$ cat src/rtl/tst_pkg.sv
// shared types, codes and constants of the timed status table
package tst_pkg;

   localparam int STATUS_SLOTS_DEFAULT = 8;

   localparam logic [31:0] STUN_CODE_RESET       = 32'h7574_7342;
   localparam logic [31:0] TIMED_LIFE_CODE_RESET = 32'h464C_5442;

   // request kind carried on tuser
   localparam logic OP_ADD  = 1'b0;
   localparam logic OP_TICK = 1'b1;

   // register indexes of the write port
   localparam int          CSR_IDX_W          = 1;
   localparam logic [0:0]  CSR_STUN_CODE       = 1'b0;
   localparam logic [0:0]  CSR_TIMED_LIFE_CODE = 1'b1;

   localparam int          COUNT_W   = 4;
   localparam logic [3:0]  COUNT_MAX = 4'hF;

   localparam int REQ_TDATA_W = 120;
   localparam int RSP_TDATA_W = 8;

   typedef struct packed {
      logic [31:0] code;
      logic [31:0] expiry;
   } entry_type;

   typedef struct packed {
      logic        wr_en;
      logic        clr_en;
      logic [31:0] code;
      logic [31:0] expiry;
   } store_cmd_type;

   typedef struct packed {
      logic code_eq;
      logic expired;
   } cmp_result_type;

   typedef enum logic [2:0] {
      ST_IDLE,
      ST_SCAN,
      ST_WRITE,
      ST_STUN,
      ST_RESP
   } state_type;

endpackage

$ cat src/rtl/tst_cmp.sv
// shared compare unit: code match and expiry test for one slot
module tst_cmp (
   input  logic [31:0]             key,
   input  logic [31:0]             now_ms,
   input  tst_pkg::entry_type      entry,
   output tst_pkg::cmp_result_type result
);

   always_comb begin
      result.code_eq = (entry.code == key);
      // permanent entries (zero expiry) never time out
      result.expired = (entry.expiry != 32'd0) && (now_ms >= entry.expiry);
   end

endmodule

$ cat src/rtl/tst_store.sv
// slot storage: code/expiry memory with registered read and live bits
module tst_store #(
   parameter int STATUS_SLOTS = tst_pkg::STATUS_SLOTS_DEFAULT
) (
   input  logic                                               clock,
   input  logic                                               reset,
   input  logic [((STATUS_SLOTS > 1) ? $clog2(STATUS_SLOTS) : 1)-1:0] rd_addr,
   output tst_pkg::entry_type                                 rd_data,
   output logic [STATUS_SLOTS-1:0]                            live,
   input  logic [((STATUS_SLOTS > 1) ? $clog2(STATUS_SLOTS) : 1)-1:0] wr_addr,
   input  tst_pkg::store_cmd_type                             cmd
);

   tst_pkg::entry_type        entry_mem_ff [STATUS_SLOTS];
   tst_pkg::entry_type        rd_data_ff;
   logic [STATUS_SLOTS-1:0]   live_ff;
   logic [STATUS_SLOTS-1:0]   live_in;

   always_ff @(posedge clock) begin
      if (cmd.wr_en) begin
         entry_mem_ff[wr_addr] <= '{code: cmd.code, expiry: cmd.expiry};
      end
      rd_data_ff <= entry_mem_ff[rd_addr];
   end

   always_comb begin
      live_in = live_ff;
      if (cmd.wr_en) begin
         live_in[wr_addr] = 1'b1;
      end else if (cmd.clr_en) begin
         live_in[wr_addr] = 1'b0;
      end
   end

   always_ff @(posedge clock) begin
      if (reset) begin
         live_ff <= '0;
      end else begin
         live_ff <= live_in;
      end
   end

   assign rd_data = rd_data_ff;
   assign live    = live_ff;

endmodule

$ cat src/rtl/timed_status_table.sv
// top level of the timed status table: sequencer, registers and stream ports
//
// A table of STATUS_SLOTS status entries (code, expiry time, live bit). An add
// transfer refreshes the live entry with the same code or else takes the
// lowest free slot; adds with a zero level or a zero low code byte are dropped
// at once. A tick transfer clears every live entry whose non-zero expiry is not
// later than now_ms (plain unsigned compare, no wrap handling). When anything
// changed, a second pass over the slots rebuilds the stunned flag. Each request
// gives exactly one response transfer. The slots sit in a memory with one
// registered read port and are visited one per cycle through a single compare
// unit, so the read port sets the pace: a dropped add goes straight to its
// response, a tick that clears nothing or an add that finds no slot makes one
// pass over the slots, a tick that clears something two passes and an accepted
// add two passes with a write step between; the response transfer may wait on
// rsp_tready. No request is taken while one is in progress. Changing stun_code
// does not rebuild the flag by itself. The two code registers may be written
// at any time through the csr port and reset to the stun and timed-life codes.
module timed_status_table #(
   parameter int STATUS_SLOTS = tst_pkg::STATUS_SLOTS_DEFAULT
) (
   input  logic                            clock,
   input  logic                            reset,
   // request stream
   input  logic                            req_tvalid,
   output logic                            req_tready,
   // from bit 0: status_code[31:0], status_level[15:0], duration_ms[31:0],
   // now_ms[31:0], unit_dead, zero fill to 120 bits
   input  logic [tst_pkg::REQ_TDATA_W-1:0] req_tdata,
   // operation (0 add, 1 tick)
   input  logic                            req_tuser,
   // response stream
   output logic                            rsp_tvalid,
   input  logic                            rsp_tready,
   // from bit 0: accepted, stunned, kill_unit, expired_count[3:0], zero fill
   output logic [tst_pkg::RSP_TDATA_W-1:0] rsp_tdata,
   // register write port
   input  logic                            csr_we,
   input  logic [tst_pkg::CSR_IDX_W-1:0]   csr_index,
   input  logic [31:0]                     csr_wdata
);

   localparam int IDX_W = (STATUS_SLOTS > 1) ? $clog2(STATUS_SLOTS) : 1;
   localparam int CNT_W = $clog2(STATUS_SLOTS + 1);
   localparam logic [CNT_W-1:0] SLOT_COUNT = CNT_W'(STATUS_SLOTS);
   localparam logic [IDX_W-1:0] LAST_SLOT  = IDX_W'(STATUS_SLOTS - 1);

   // request fields
   logic [31:0] req_code;
   logic [15:0] req_level;
   logic [31:0] req_duration;
   logic [31:0] req_now;
   logic        req_dead;
   logic        req_xfer;
   logic        add_ok;

   assign req_code     = req_tdata[31:0];
   assign req_level    = req_tdata[47:32];
   assign req_duration = req_tdata[79:48];
   assign req_now      = req_tdata[111:80];
   assign req_dead     = req_tdata[112];

   // state and registers
   tst_pkg::state_type state_ff, state_in;

   logic [31:0]                 stun_code_ff, stun_code_in;
   logic [31:0]                 life_code_ff, life_code_in;
   logic                        op_ff, op_in;
   logic [31:0]                 code_ff, code_in;
   logic [31:0]                 dur_ff, dur_in;
   logic [31:0]                 now_ff, now_in;
   logic                        dead_ff, dead_in;
   logic [CNT_W-1:0]            rd_cnt_ff, rd_cnt_in;
   logic                        rvld_ff, rvld_in;
   logic [IDX_W-1:0]            ridx_ff, ridx_in;
   logic                        match_found_ff, match_found_in;
   logic [IDX_W-1:0]            match_idx_ff, match_idx_in;
   logic                        free_found_ff, free_found_in;
   logic [IDX_W-1:0]            free_idx_ff, free_idx_in;
   logic                        changed_ff, changed_in;
   logic                        lethal_ff, lethal_in;
   logic [tst_pkg::COUNT_W-1:0] count_ff, count_in;
   logic                        stun_acc_ff, stun_acc_in;
   logic                        stun_flag_ff, stun_flag_in;
   logic                        accepted_ff, accepted_in;

   // store and compare unit hookup
   logic [IDX_W-1:0]            rd_addr;
   logic [IDX_W-1:0]            wr_addr;
   tst_pkg::entry_type          rd_data;
   logic [STATUS_SLOTS-1:0]     live;
   tst_pkg::store_cmd_type      cmd;
   logic [31:0]                 cmp_key;
   tst_pkg::cmp_result_type     cmp;

   logic issue;
   logic slot_live;
   logic scan_last;

   tst_store #(
      .STATUS_SLOTS (STATUS_SLOTS)
   ) u_store (
      .clock   (clock),
      .reset   (reset),
      .rd_addr (rd_addr),
      .rd_data (rd_data),
      .live    (live),
      .wr_addr (wr_addr),
      .cmd     (cmd)
   );

   tst_cmp u_cmp (
      .key    (cmp_key),
      .now_ms (now_ff),
      .entry  (rd_data),
      .result (cmp)
   );

   // only idle takes a request
   assign req_tready = (state_ff == tst_pkg::ST_IDLE);
   assign req_xfer   = req_tvalid && req_tready;
   assign add_ok     = (req_level != 16'd0) && (req_code[7:0] != 8'd0);
   assign issue      = ((state_ff == tst_pkg::ST_SCAN) || (state_ff == tst_pkg::ST_STUN))
                       && (rd_cnt_ff < SLOT_COUNT);
   assign rd_addr    = rd_cnt_ff[IDX_W-1:0];
   assign slot_live  = live[ridx_ff];
   // the slot whose data comes back this cycle is the last one of the pass
   assign scan_last  = rvld_ff && (ridx_ff == LAST_SLOT);

   // the one compare unit looks for the request code on an add, the
   // timed-life code on a tick and the stun code while rebuilding the flag
   always_comb begin
      if (state_ff == tst_pkg::ST_STUN) begin
         cmp_key = stun_code_ff;
      end else if (op_ff == tst_pkg::OP_TICK) begin
         cmp_key = life_code_ff;
      end else begin
         cmp_key = code_ff;
      end
   end

   // next state
   always_comb begin
      state_in = state_ff;
      case (state_ff)
         tst_pkg::ST_IDLE: begin
            if (req_xfer) begin
               if ((req_tuser == tst_pkg::OP_TICK) || add_ok) begin
                  state_in = tst_pkg::ST_SCAN;
               end else begin
                  state_in = tst_pkg::ST_RESP;
               end
            end
         end
         tst_pkg::ST_SCAN: begin
            if (scan_last) begin
               if (op_ff == tst_pkg::OP_TICK) begin
                  state_in = changed_in ? tst_pkg::ST_STUN : tst_pkg::ST_RESP;
               end else begin
                  state_in = (match_found_in || free_found_in) ? tst_pkg::ST_WRITE
                                                               : tst_pkg::ST_RESP;
               end
            end
         end
         tst_pkg::ST_WRITE: begin
            state_in = tst_pkg::ST_STUN;
         end
         tst_pkg::ST_STUN: begin
            if (scan_last) begin
               state_in = tst_pkg::ST_RESP;
            end
         end
         tst_pkg::ST_RESP: begin
            if (rsp_tready) begin
               state_in = tst_pkg::ST_IDLE;
            end
         end
         default: begin
            state_in = tst_pkg::ST_IDLE;
         end
      endcase
   end

   // datapath and outputs
   always_comb begin
      stun_code_in   = stun_code_ff;
      life_code_in   = life_code_ff;
      op_in          = op_ff;
      code_in        = code_ff;
      dur_in         = dur_ff;
      now_in         = now_ff;
      dead_in        = dead_ff;
      rd_cnt_in      = rd_cnt_ff;
      rvld_in        = issue;
      ridx_in        = rd_cnt_ff[IDX_W-1:0];
      match_found_in = match_found_ff;
      match_idx_in   = match_idx_ff;
      free_found_in  = free_found_ff;
      free_idx_in    = free_idx_ff;
      changed_in     = changed_ff;
      lethal_in      = lethal_ff;
      count_in       = count_ff;
      stun_acc_in    = stun_acc_ff;
      stun_flag_in   = stun_flag_ff;
      accepted_in    = accepted_ff;
      cmd            = '0;
      wr_addr        = ridx_ff;
      rsp_tvalid     = 1'b0;

      if (csr_we) begin
         case (csr_index)
            tst_pkg::CSR_STUN_CODE:       stun_code_in = csr_wdata;
            tst_pkg::CSR_TIMED_LIFE_CODE: life_code_in = csr_wdata;
            default: ;
         endcase
      end

      // read counter: steps per issued read, back to zero between passes
      if (issue) begin
         rd_cnt_in = rd_cnt_ff + CNT_W'(1);
      end else begin
         rd_cnt_in = '0;
      end

      case (state_ff)
         tst_pkg::ST_IDLE: begin
            if (req_xfer) begin
               op_in          = req_tuser;
               code_in        = req_code;
               dur_in         = req_duration;
               now_in         = req_now;
               dead_in        = req_dead;
               match_found_in = 1'b0;
               free_found_in  = 1'b0;
               changed_in     = 1'b0;
               lethal_in      = 1'b0;
               count_in       = '0;
               stun_acc_in    = 1'b0;
               accepted_in    = 1'b0;
            end
         end
         tst_pkg::ST_SCAN: begin
            if (rvld_ff) begin
               if (op_ff == tst_pkg::OP_TICK) begin
                  if (slot_live && cmp.expired) begin
                     cmd.clr_en = 1'b1;
                     changed_in = 1'b1;
                     if (cmp.code_eq) begin
                        lethal_in = 1'b1;
                     end
                     if (count_ff != tst_pkg::COUNT_MAX) begin
                        count_in = count_ff + tst_pkg::COUNT_W'(1);
                     end
                  end
               end else begin
                  // a live entry with the same code beats any free slot
                  if (slot_live && cmp.code_eq && !match_found_ff) begin
                     match_found_in = 1'b1;
                     match_idx_in   = ridx_ff;
                  end
                  if (!slot_live && !free_found_ff) begin
                     free_found_in = 1'b1;
                     free_idx_in   = ridx_ff;
                  end
               end
            end
         end
         tst_pkg::ST_WRITE: begin
            cmd.wr_en   = 1'b1;
            cmd.code    = code_ff;
            // a sum that wraps to zero makes the entry permanent, as does zero duration
            cmd.expiry  = (dur_ff == 32'd0) ? 32'd0 : now_ff + dur_ff;
            wr_addr     = match_found_ff ? match_idx_ff : free_idx_ff;
            accepted_in = 1'b1;
         end
         tst_pkg::ST_STUN: begin
            if (rvld_ff) begin
               stun_acc_in = stun_acc_ff || (slot_live && cmp.code_eq);
               if (scan_last) begin
                  stun_flag_in = stun_acc_in;
               end
            end
         end
         tst_pkg::ST_RESP: begin
            rsp_tvalid = 1'b1;
         end
         default: ;
      endcase
   end

   assign rsp_tdata = {1'b0, count_ff, lethal_ff && !dead_ff, stun_flag_ff, accepted_ff};

   // control state
   always_ff @(posedge clock) begin
      if (reset) begin
         state_ff     <= tst_pkg::ST_IDLE;
         stun_code_ff <= tst_pkg::STUN_CODE_RESET;
         life_code_ff <= tst_pkg::TIMED_LIFE_CODE_RESET;
         rd_cnt_ff    <= '0;
         rvld_ff      <= 1'b0;
         stun_flag_ff <= 1'b0;
      end else begin
         state_ff     <= state_in;
         stun_code_ff <= stun_code_in;
         life_code_ff <= life_code_in;
         rd_cnt_ff    <= rd_cnt_in;
         rvld_ff      <= rvld_in;
         stun_flag_ff <= stun_flag_in;
      end
   end

   // payload and per-request working registers
   always_ff @(posedge clock) begin
      op_ff          <= op_in;
      code_ff        <= code_in;
      dur_ff         <= dur_in;
      now_ff         <= now_in;
      dead_ff        <= dead_in;
      ridx_ff        <= ridx_in;
      match_found_ff <= match_found_in;
      match_idx_ff   <= match_idx_in;
      free_found_ff  <= free_found_in;
      free_idx_ff    <= free_idx_in;
      changed_ff     <= changed_in;
      lethal_ff      <= lethal_in;
      count_ff       <= count_in;
      stun_acc_ff    <= stun_acc_in;
      accepted_ff    <= accepted_in;
   end

endmodule

$ cat config.mk
export PLATFORM = sky130hd
export DESIGN_NAME = timed_status_table
export DESIGN_NICKNAME = d
export VERILOG_FILES = /design/src/rtl/tst_pkg.sv /design/src/rtl/tst_cmp.sv /design/src/rtl/tst_store.sv /design/src/rtl/timed_status_table.sv
export SDC_FILE = /design/constraint.sdc
export NUM_CORES = 1
export LEC_CHECK = 0
export BUFFER_PORTS_ARGS = -buffer_cell sky130_fd_sc_hd__buf_4
export CAP_MARGIN = 25
export CORE_MARGIN = 2
export CORE_UTILIZATION = 50
export DETAILED_ROUTE_END_ITERATION = 16
export GPL_TIMING_DRIVEN = 0
export PLACE_DENSITY_LB_ADDON = 0.05
export SLEW_MARGIN = 25
export SYNTH_ARGS = -nofsm -noshare
export SYNTH_HDL_FRONTEND = slang
export SYNTH_SLANG_ARGS = --single-unit
$ cat constraint.sdc
create_clock -name clock -period 5.2 [get_ports clock]
set_input_delay 0.52 -clock clock [delete_from_list [all_inputs] [get_ports clock]]
set_output_delay 0.52 -clock clock [all_outputs]
set_load 0.1 [all_outputs]
==> metrics.csv <==
metric,value,unit
"Setup Fix Bufs, Post-CTS",0,
clk buf depth,3,
detailed-route via count,17500,
most frequent cell after synthesis,edfxtp_1,
clk_lat worst skew,0.62,ns
Root Buffer,clkbuf_16,
syn nets,2127,
max layer used,met4,
Critical Path Max Stage Delay,0.73,ns
status,"finished, final reports clean",
Post-synth ARST share,0,%
Worst Reg2Reg Path Length in Cells,11,
largest net degree at the start of global routing,53,
# DRC,0,
Hold WC Path Type,in2reg,
Antenna diodes,0,
CP Class,reg2reg,
wl on met1,33.5,mm
Yosys top cell area share,59.8,%
dominant cell type by area after synthesis,edfxtp_1,
fin. max-slew vios,0,
Worst Setup Start Kind,flop,
post-synthesis instance area,0.0313,mm²
First-pass DRT Iterations,7,
Leakage,0.0116,µW
first-pass GRT wire length,111,mm
count of warnings emitted by yosys,0,
final hold vios,0,
Initial Util,50.6,%
IO Port Bufs,160,
CTS sink count,774,
worst reg-to-reg setup slack,0.76,ns
WL final,75.3,mm
Worst setup endpoint,u_store.entry_mem_ff[4][26]$_DFFE_PP_,
Final WS setup,0.755,ns
Wirelength per Cell,24.6,µm
slowest CP cell,nor3_1,
met3 WL,3.54,mm
critical path's most frequent cell,a211o_1,
Synth Flop Type,edfxtp_1,
"top cells by count, synth","623 x edfxtp_1, 175 x nand2_1, 151 x dfxtp_1, 128 x mux4_2, 89 x mux2_2",
CTS tree,built,
met2 WL,36.6,mm
Final ANT Viol Nets,0,
P per Cell Area,365,mW/mm²
initial antenna violation count,0,
Hold Buf Count CTS,0,
DP Wirelength,50.6,mm
Post-synth EDFFs,623,
worst rel slew slack,36.0,%
final setup violating endpoints,0,
Post-Syn Instances,1902,
unrepaired setup endpoints after global routing,false,
post_cts resized,0,
number of CTS-inserted buffers,80,
fin crit period,4.44,ns
total power,13400,µW
crit end category,flop,
Mean Syn Cell Area,16.4,µm²
reg-to-reg endpoint,u_store.entry_mem_ff[4][26]$_DFFE_PP_,
"Distinct cells, synth",73,
grt total ovfl,0,
worst clock skew,0.0187,ns
Max Cap Viol,0,
vias per cell,5.73,
sequential fraction of the synthesis area,69.5,%
pre-CTS WS,0.595,ns
final period utilization,85.5,%
Final GP Congestion,0.848,
NumNets Final,2383,
clock-pin slew on the worst setup and hold paths,0.06,ns
share of layout cells above drive strength 1,25.7,%
Crit path required time,5.49,ns
critical path arrival,4.74,ns
synth top area cells,"edfxtp_1 60%, dfxtp_1 9.7%, mux4_2 9.2%",
H-tree Lvls,3,
Layout area overhead,17.1,%
r2r startpoint,dur_ff[0]$_DFFE_PP_,
vias in the first global route,17600,
Final Core Density,59.2,%
die height,254,µm
CORE AREA,0.0618,mm²
I/O Pins,169,
worst setup path start,dur_ff[0]$_DFFE_PP_,
final instance area,0.0366,mm²
# rows,91,
critical-path cell list,ha_1 -> fa_1 -> a211o_1 -> o211ai_1 -> a21oi_1 -> a31oi_2 -> o21ai_1 -> a211o_1 -> a2111oi_2 -> nor2_1 -> nor3_1,
worst slew pin tran,0.960,ns
Placed Area,0.0339,mm²
worst-path maximum fanout,8,
Die Width,254,µm
Die Area,0.0646,mm²
initial DRC count,1266,
Max VDD drop,0.294,mV
gr usage total,23.8,%
Max Fclk,225,MHz
Yosys reg bits,774,
layer usage:
metal	GRT usage, %	vias to the layer above
li1	-	7888
met1	33.9	9076
met2	38.3	466
met3	3.49	110
met4	6.72	0
met5	0	-
stage by stage:
| step | hold slack (ns) | std cells | setup TNS (ns) |
|---|---|---|---|
| after floorplan | 0.354 | 1902 | 0 |
| after global placement | 0.370 | 2899 | -217.43 |
| after detailed placement | 0.374 | 2913 | 0 |
| after CTS | 0.0419 | 3061 | 0 |
| after global routing | 0.0426 | 3061 | 0 |
| final | 0.0720 | 3061 | 0 |
registers in the layout, summed over array words and instances (netlist names), 3 cells and up, named ones only:
register,count
code_ff,32
count_ff,4
dur_ff,32
free_idx_ff,3
life_code_ff,32
match_idx_ff,3
now_ff,32
rd_cnt_ff,4
ridx_ff,3
state_ff,3
stun_code_ff,32
u_store.entry_mem_ff,512
u_store.rd_data,64
cell families after synthesis:
family / synth area share (%)
muxes: 13.9
adders and majority gates: 2.66
buffers and inverters: 1.91
other: 0.0120
AOI/OAI and AO/OA: 4.16
DFF: 69.5
and+or+nand+nor: 6.30
xor gates and xnor gates: 1.57
critical path, delay by kind of cell, from the launching register on:
| kind | cells | cell delay [ns] |
|---|---|---|
| fa+ha+maj | 2 | 0.70 |
| flops | 1 | 0.40 |
| simple gates | 2 | 0.87 |
| compound gates | 7 | 2.14 |
cell type report:
cell class / count / area (µm²)
fillers: 4755 / 25200
flip-flops and latches: 774 / 21700
multi-input cells: 991 / 8960
clock buffers: 106 / 2280
repair buffers: 174 / 1550
well taps: 837 / 1050
plain buffers: 84 / 408
clock inverters: 42 / 392
inverters: 53 / 243
worst min path at each step:
stage / from / slack (ns) / depth (start not counted) / end
2_1_floorplan: rd_cnt_ff[0]$_SDFF_PP0_ / 0.35 / 0 / ridx_ff[0]$_DFF_P_
3_3_place_gp: rd_cnt_ff[0]$_SDFF_PP0_ / 0.37 / 0 / ridx_ff[0]$_DFF_P_
3_5_place_dp: rd_cnt_ff[0]$_SDFF_PP0_ / 0.37 / 0 / ridx_ff[0]$_DFF_P_
4_1_cts: req_tdata[79] / 0.04 / 1 / dur_ff[31]$_DFFE_PP_
5_1_grt: req_tdata[23] / 0.04 / 1 / code_ff[23]$_DFFE_PP_
6_report: req_tdata[56] / 0.07 / 1 / dur_ff[8]$_DFFE_PP_
cells in the final DEF, fill, tap and decap left out, types with 8 or more instances in the layout:
cell,count
nor4_1,27
a21o_1,24
inv_1,43
clkbuf_2,9
clkbuf_1,59
nand2_1,175
mux4_2,128
mux2_2,89
nand4_1,18
a21oi_1,81
ha_1,65
buf_1,12
o21ai_0,44
buf_16,9
nor2_1,63
nand3_1,14
a211oi_1,12
clkinv_1,12
clkbuf_8,10
nand3b_1,25
and3_1,40
mux2i_1,39
xor2_1,35
clkinv_2,17
inv_6,9
edfxtp_1,623
buf_4,163
xnor2_1,21
dfxtp_1,151
clkbuf_16,85
nor3_1,8
buf_2,8
power by group:
part	internal [µW]	switching (µW)
Clock	3430	2330
Sequential	6730	75.1
Combinational	339	473
Total	10500	2880
(Power assumes the default switching activity.)
